===== config.mk =====
export PLATFORM = sky130hd
export DESIGN_NAME = cidr_allow_list_match
export DESIGN_NICKNAME = d
export VERILOG_FILES = /design/src/rtl/core/cal_pkg.sv /design/src/rtl/core/cal_match.sv /design/src/rtl/core/cidr_allow_list_match.sv
export SDC_FILE = /design/constraint.sdc
export NUM_CORES = 2
export LEC_CHECK = 0
export ABC_CLOCK_PERIOD_IN_PS = 13200
export BUFFER_PORTS_ARGS = -buffer_cell sky130_fd_sc_hd__buf_2
export CAP_MARGIN = 20
export CORE_ASPECT_RATIO = 1.4
export CORE_MARGIN = 10
export CORE_UTILIZATION = 30
export DETAILED_ROUTE_END_ITERATION = 10
export GPL_TIMING_DRIVEN = 0
export PLACE_DENSITY_LB_ADDON = 0.2
export SETUP_SLACK_MARGIN = 0.3
export SYNTH_ARGS = -nofsm -noshare
export SYNTH_HDL_FRONTEND = slang
export SYNTH_SLANG_ARGS = --single-unit

===== constraint.sdc =====
create_clock -name i_clk -period 13.2 [get_ports i_clk]
set_input_delay 1.98 -clock i_clk [delete_from_list [all_inputs] [get_ports i_clk]]
set_output_delay 1.98 -clock i_clk [all_outputs]
set_load 0.02 [all_outputs]

===== src/rtl/core/cal_pkg.sv =====
// Types, constants and codes shared by the access-list matcher files.
package cal_pkg;

    localparam int MAX_RULES = 16;
    localparam int SLOT_W    = $clog2(MAX_RULES);
    localparam int COUNT_W   = 5;

    localparam logic       REQ_WRITE = 1'b0;
    localparam logic       REQ_CHECK = 1'b1;
    localparam logic [1:0] FAM_IPV4  = 2'd0;
    localparam logic [1:0] FAM_IPV6  = 2'd1;

    localparam logic [7:0]  V4_MAX_PREFIX = 8'd32;
    localparam logic [7:0]  V6_MAX_PREFIX = 8'd128;
    localparam logic [7:0]  MAPPED_PREFIX = 8'd96;
    localparam logic [31:0] MAPPED_TAG    = 32'h0000_ffff;

    typedef struct packed {
        logic        req_type;
        logic [1:0]  addr_family;
        logic [63:0] addr_high;
        logic [63:0] addr_low;
        logic [7:0]  prefix_len;
        logic [3:0]  rule_index;
    } t_req;

    typedef struct packed {
        logic allowed;
        logic rule_error;
    } t_rsp;

    typedef struct packed {
        logic        is_v6;
        logic [7:0]  prefix;
        logic [63:0] addr_high;
        logic [63:0] addr_low;
    } t_entry;

    typedef enum logic [1:0] {
        ST_IDLE,
        ST_SCAN,
        ST_DRAIN
    } t_state;

endpackage


===== src/rtl/core/cal_match.sv =====
// Compares one stored prefix rule against the normalised peer address.
module cal_match (
    input  cal_pkg::t_entry i_entry,
    input  logic            i_key_v6,
    input  logic [63:0]     i_key_high,
    input  logic [63:0]     i_key_low,
    output logic            o_hit
);

    logic [31:0] mask_v4;
    logic [63:0] mask_high;
    logic [63:0] mask_low;
    logic [7:0]  low_bits;
    logic        v4_hit;
    logic        v6_hit;

    // A right shift of all ones by the prefix leaves the host bits set;
    // shifts of the full width or more give an all-ones mask.
    always_comb begin
        low_bits  = (i_entry.prefix > 8'd64) ? (i_entry.prefix - 8'd64) : 8'd0;
        mask_v4   = ~({32{1'b1}} >> i_entry.prefix);
        mask_high = ~({64{1'b1}} >> i_entry.prefix);
        mask_low  = ~({64{1'b1}} >> low_bits);
        v4_hit    = ((i_entry.addr_low[31:0] ^ i_key_low[31:0]) & mask_v4) == 32'd0;
        v6_hit    = (((i_entry.addr_high ^ i_key_high) & mask_high) == 64'd0) &&
                    (((i_entry.addr_low ^ i_key_low) & mask_low) == 64'd0);
        if (i_entry.is_v6 != i_key_v6) begin
            o_hit = 1'b0;
        end else if (i_key_v6) begin
            o_hit = v6_hit;
        end else begin
            o_hit = v4_hit;
        end
    end

endmodule


===== src/rtl/core/cidr_allow_list_match.sv =====
// Rule writes and bypassed checks (no rules, or a non-IP family) answer the cycle after the beat.
// A scanning check reads one rule a cycle from the table RAM in ST_SCAN, compares the last in
// ST_DRAIN and answers with a registered beat; busy stays high until then. Back-to-back writes
// run at one per cycle while busy is low. The receiver cannot stall the result strobe.
// Synchronous active-low reset clears rule_count and control; the rule table keeps its contents.
module cidr_allow_list_match (
    input  logic                        i_clk,
    input  logic                        i_rst_n,
    input  logic                        i_start,
    input  cal_pkg::t_req               i_req,
    output logic                        o_busy,
    output logic                        o_done,
    output cal_pkg::t_rsp               o_rsp,
    input  logic                        i_cfg_valid,
    output logic                        o_cfg_ready,
    input  logic [cal_pkg::COUNT_W-1:0] i_cfg_data
);

    cal_pkg::t_state r_state;
    cal_pkg::t_state n_state;

    logic [cal_pkg::COUNT_W-1:0] r_rule_count;
    logic [cal_pkg::SLOT_W-1:0]  r_idx;
    logic [cal_pkg::SLOT_W-1:0]  n_idx;
    logic [cal_pkg::SLOT_W-1:0]  r_last;
    logic [cal_pkg::SLOT_W-1:0]  n_last;
    logic                        r_cmp_vld;
    logic                        r_hit;
    logic                        n_hit;
    logic                        r_key_v6;
    logic [63:0]                 r_key_high;
    logic [63:0]                 r_key_low;
    logic                        r_done;
    logic                        n_done;
    cal_pkg::t_rsp               r_rsp;
    cal_pkg::t_rsp               n_rsp;

    cal_pkg::t_entry mem [cal_pkg::MAX_RULES];
    cal_pkg::t_entry r_rd_data;
    cal_pkg::t_entry wr_entry;

    logic accept;
    logic is_write;
    logic is_mapped;
    logic fam_bad;
    logic plen_bad;
    logic idx_bad;
    logic wr_err;
    logic mem_we;
    logic bypass;
    logic scanning;
    logic draining;
    logic cmp_hit;

    // Control outputs decoded from the state.
    always_comb begin
        o_busy   = 1'b1;
        scanning = 1'b0;
        draining = 1'b0;
        case (r_state)
            cal_pkg::ST_IDLE:  o_busy   = 1'b0;
            cal_pkg::ST_SCAN:  scanning = 1'b1;
            cal_pkg::ST_DRAIN: draining = 1'b1;
            default:           o_busy   = 1'b1;
        endcase
    end

    assign o_cfg_ready = !o_busy;
    assign accept      = i_start && !o_busy;
    assign is_write    = i_req.req_type == cal_pkg::REQ_WRITE;
    assign is_mapped   = (i_req.addr_high == 64'd0) &&
                         (i_req.addr_low[63:32] == cal_pkg::MAPPED_TAG);

    // Rule write: validate, then fold a v4-mapped IPv6 rule into an IPv4 one.
    always_comb begin
        fam_bad  = (i_req.addr_family != cal_pkg::FAM_IPV4) &&
                   (i_req.addr_family != cal_pkg::FAM_IPV6);
        plen_bad = (i_req.addr_family == cal_pkg::FAM_IPV6) ?
                   (i_req.prefix_len > cal_pkg::V6_MAX_PREFIX) :
                   (i_req.prefix_len > cal_pkg::V4_MAX_PREFIX);
        idx_bad  = {1'b0, i_req.rule_index} >= 5'(cal_pkg::MAX_RULES);
        wr_err   = fam_bad || plen_bad || idx_bad;
        wr_entry.addr_high = 64'd0;
        wr_entry.addr_low  = {32'd0, i_req.addr_low[31:0]};
        wr_entry.is_v6     = 1'b0;
        wr_entry.prefix    = i_req.prefix_len;
        if (i_req.addr_family == cal_pkg::FAM_IPV6) begin
            if ((i_req.prefix_len >= cal_pkg::MAPPED_PREFIX) && is_mapped) begin
                wr_entry.prefix = i_req.prefix_len - cal_pkg::MAPPED_PREFIX;
            end else begin
                wr_entry.is_v6     = 1'b1;
                wr_entry.addr_high = i_req.addr_high;
                wr_entry.addr_low  = i_req.addr_low;
            end
        end
    end

    assign mem_we = accept && is_write && !wr_err;
    assign bypass = (r_rule_count == '0) ||
                    ((i_req.addr_family != cal_pkg::FAM_IPV4) &&
                     (i_req.addr_family != cal_pkg::FAM_IPV6));

    always_ff @(posedge i_clk) begin
        if (mem_we) begin
            mem[i_req.rule_index[cal_pkg::SLOT_W-1:0]] <= wr_entry;
        end
        r_rd_data <= mem[r_idx];
    end

    cal_match u_match (
        .i_entry    (r_rd_data),
        .i_key_v6   (r_key_v6),
        .i_key_high (r_key_high),
        .i_key_low  (r_key_low),
        .o_hit      (cmp_hit)
    );

    // Next state.
    always_comb begin
        n_state = r_state;
        case (r_state)
            cal_pkg::ST_IDLE: begin
                if (accept && !is_write && !bypass) begin
                    n_state = cal_pkg::ST_SCAN;
                end
            end
            cal_pkg::ST_SCAN: begin
                if (r_idx == r_last) begin
                    n_state = cal_pkg::ST_DRAIN;
                end
            end
            cal_pkg::ST_DRAIN: n_state = cal_pkg::ST_IDLE;
            default:           n_state = cal_pkg::ST_IDLE;
        endcase
    end

    // Scan pointer, running hit and the result beat.
    always_comb begin
        n_idx  = r_idx;
        n_last = r_last;
        n_hit  = r_hit;
        n_done = 1'b0;
        n_rsp  = '0;
        if (r_cmp_vld && cmp_hit) begin
            n_hit = 1'b1;
        end
        if (scanning) begin
            n_idx = r_idx + 1'b1;
        end
        if (accept) begin
            n_idx = '0;
            n_hit = 1'b0;
            if (r_rule_count >= cal_pkg::COUNT_W'(cal_pkg::MAX_RULES)) begin
                n_last = cal_pkg::SLOT_W'(cal_pkg::MAX_RULES - 1);
            end else begin
                n_last = cal_pkg::SLOT_W'(r_rule_count - 1'b1);
            end
            if (is_write) begin
                n_done           = 1'b1;
                n_rsp.rule_error = wr_err;
            end else if (bypass) begin
                n_done        = 1'b1;
                n_rsp.allowed = 1'b1;
            end
        end
        if (draining) begin
            // The last rule is being compared in this cycle.
            n_done        = 1'b1;
            n_rsp.allowed = r_hit || cmp_hit;
        end
    end

    always_ff @(posedge i_clk) begin
        if (!i_rst_n) begin
            r_state      <= cal_pkg::ST_IDLE;
            r_rule_count <= '0;
            r_idx        <= '0;
            r_last       <= '0;
            r_cmp_vld    <= 1'b0;
            r_hit        <= 1'b0;
            r_done       <= 1'b0;
        end else begin
            r_state   <= n_state;
            r_idx     <= n_idx;
            r_last    <= n_last;
            r_cmp_vld <= scanning;
            r_hit     <= n_hit;
            r_done    <= n_done;
            if (i_cfg_valid && o_cfg_ready) begin
                r_rule_count <= i_cfg_data;
            end
        end
    end

    // The check key is unwrapped from a v4-mapped address before the scan.
    always_ff @(posedge i_clk) begin
        if (accept) begin
            r_key_v6   <= (i_req.addr_family == cal_pkg::FAM_IPV6) && !is_mapped;
            r_key_high <= i_req.addr_high;
            r_key_low  <= i_req.addr_low;
        end
        r_rsp <= n_rsp;
    end

    assign o_done = r_done;
    assign o_rsp  = r_rsp;

endmodule


==> results.yml <==
run_status:
  outcome: "complete, no violations"
die:
  die_y_microns: 685
  io_pins: 157
  core_sq_um: 315000
  row_count: 244
  die_w_microns: 495
  initial_utilization: 0.301
  fp.dieArea_sq_um: 339000
synthesis:
  synth_top_cell_by_area: "edfxtp_1"
  yosysWarnings: 0
  ys_ff_latch: 2478
  ys_seq_area_frac: 0.769
  synth_cells: 4225
  netlist_area_sq_um: 94700
  ys.flop_type: "edfxtp_1"
  ys_types: 84
  synthTopCellsByArea: "edfxtp_1 (74%), mux4_2 (16%), dfxtp_1 (3.3%)"
  synth_top_cell_area_share: 0.736
  avgSynthCellArea_sq_um: 22.4
  syn-num-nets: 4387
  async_reset_ff_frac: 0
  synth-edff-count: 2321
clock_network:
  cts.sinks: 2478
  cts_root_buffer: "clkbuf_16"
  clockBufferDepth: 4
  hold_buffers: 0
  cts_tree: "built"
  clk_latency_ns: 0.92
  clk_pin_slew_worst_paths_ns: 0.06
  htreeDepth: 4
  cts_buffers: 233
  ctsResizeCount: 0
  cts_setup_buffers: 0
drt:
  vias: 46400
  dr.pass1.iters: 7
  first_iter_violations: 3733
  drc_errors: 0
  wire_per_inst_microns: 33.5
  wl_microns: 310000
  final_antenna_net_count: 0
  via_per_inst: 5.01
placed_design:
  port-buffer-count: 156
  gp_congestion: 0.923
  post-dp-hpwl_microns: 220000
power_and_ir_drop:
  peakVddDrop_mv: 0.117
  p_comb_frac: 0.032
  pwr-share-seq: 0.549
  p_leak_nw: 33.5
  swShare: 0.212
  p_int_w: 0.0124
  switchingPower_w: 0.00333
  p_per_area_nw_per_um2: 139
  p_clk_frac: 0.420
timing:
  holdWs_ns: 0.500
  hold_viol: 0
  tightestPinTransition_ns: 1.22
  fin_crit_sh: 0.528
  setup_viol_count_final: 0
  setup_tns_ns: 0
  grt_setup_unrepaired: "no"
  max-slew-margin-rel: 0.178
  slew_violations: 0
  worst_clock_skew_ns: 0.0724
  period_minus_slack_ns: 6.97
  fmax_mhz: 144
grt:
  gr-usage-all-layers: 0.179
  grt_pass1_wl_microns: 424000
  grt_pass1_vias: 49500
  grt_max_degree: 55
  gr-total-overflow: 0
  antenna_found_initial: 62
critical_path:
  r2r_slack_ns: 7.53
  path_cells: "buf_2, nor4_2, nand4_1, nor2_1, nand4_1, or2_1, and3b_1, clkbuf_1, clkbuf_1, buf_8, clkbuf_1, and2_1"
  slowest_delay_ns: 0.80
  critical_path_class: "primary input to flip-flop"
  critPathMaxFanout: 16
  cp.required_ns: 13.70
  path_common_cell: "clkbuf_1"
  critPathCaptureType: "flip-flop"
  critPathTopFamily: "simple AND/OR/NAND/NOR gates"
  start_kind: "primary input"
  crit_arrival_ns: 7.46
  cpMaxStageDelayCell: "nor4_2"
  worst-path-buf-inv: 5
layout:
  n_fill_cell: 28800
  final_core_util: 0.360
  fin_nets: 5030
  syn_to_final_growth_pct: 19.6
  drive_above_1_share: 0.298
min_path:
  hold_path.class: "flip-flop to flip-flop"
run:
  maxCapViolCount: 0
cell usage in the layout (no fill, tap or decap), types with 54 or more instances in the layout:
master	count
a21oi_1	72
buf_8	86
clkbuf_1	195
buf_16	59
edfxtp_1	2321
buf_1	54
and2_1	102
xnor2_1	72
dfxtp_1	157
buf_2	176
mux4_2	677
buf_12	89
clkbuf_16	234
xor2_1	67
cell usage after synthesis (5+ instances only):
cell type	instances
nor2b_1	26
or3_1	8
o22ai_1	15
nor4b_1	6
a31oi_1	24
nor2_1	62
a21oi_1	72
buf_2	16
xor2_1	68
a221oi_1	5
nor3b_1	5
and2_1	102
xnor2_1	78
clkbuf_1	138
mux2i_1	12
dfxtp_1	157
o21ai_0	46
nand3_1	16
or4_1	6
a211oi_1	13
nand2b_1	13
o31ai_1	7
inv_1	12
o211ai_1	14
nor3_1	22
o2111ai_1	7
nor4_1	33
mux4_2	677
nand4_1	19
a21boi_0	5
a21o_1	7
buf_1	57
a2111oi_0	8
edfxtp_1	2321
ha_1	10
nand2_1	40
routing by layer:
| layer | GRT usage | share of wire | up-vias |
|---|---|---|---|
| met5 | 0 | 0.00055 | - |
| met4 | 0.0650 | 0.041 | 28 |
| met3 | 0.0259 | 0.045 | 489 |
| met2 | 0.330 | 0.54 | 1287 |
| met1 | 0.210 | 0.37 | 25500 |
| li1 | - | - | 19200 |
registers in the layout (all words and copies together) (netlist names):
name,count
r_key_high,64
r_key_low,64
r_state,2
o_rsp,2
r_rd_data,137
r_cmp_vld,1
r_rule_count,5
r_key_v6,1
o_done,1
r_hit,1
r_idx,4
r_last,4
mem,2192
stage by stage:
stage	instance area [sq um]	total power, W	cells	setup WS [ns]
after floorplan	94700	0.00901	4225	3.24
after global placement	101000	0.00928	8563	-8.11
after detailed placement	106000	0.00931	8810	5.29
after CTS	113000	0.0159	9239	6.24
after global routing	113000	0.0162	9247	6.36
final	113000	0.0157	9258	6.23
power groups by stage:
stage | combinational [W] | sequential [W] | clock [W]
after floorplan | 0.000200 | 0.00880 | 0
after global placement | 0.000461 | 0.00882 | 0
after detailed placement | 0.000503 | 0.00881 | 0
after CTS | 0.000505 | 0.00864 | 0.00677
after global routing | 0.000520 | 0.00863 | 0.00705
final | 0.000496 | 0.00864 | 0.00660
path summary, 6_finish.rpt:
kind | depth (start not counted) | start | end
hold / removal | 1 | r_state[0] | o_done
hold reg to reg | 1 | r_state[0] | o_done
setup reg to reg | 13 | r_rd_data[135] | o_rsp[1]
setup / recovery | 12 | i_req[85] | mem[8][115]
cell type report:
cell class,count,area [sq um],area share
Antenna cell,14,35.0,0.000309
Buffer,215,865,0.00764
Clock buffer,334,6520,0.0576
Clock inverter,95,828,0.00732
Inverter,16,67.6,0.000597
Multi-Input combinational cell,1516,21200,0.187
Sequential cell,2478,72800,0.643
Tap cell,4182,5230,0.0462
Timing Repair Buffer,408,5650,0.0499
kinds of logic (layout without fill, tap and decap cells):
kind of cell | Yosys count | after routing | synth area share
other cells | 0 | 14 | 0
flops | 2478 | 2478 | 0.769
fa+ha+maj | 10 | 10 | 0.00132
simple gates | 393 | 393 | 0.0240
mux | 690 | 690 | 0.162
xor+xnor | 146 | 146 | 0.0135
buf+inv | 231 | 1068 | 0.00954
compound gates | 277 | 277 | 0.0199
Note: power is estimated with default switching activity, not from simulation.
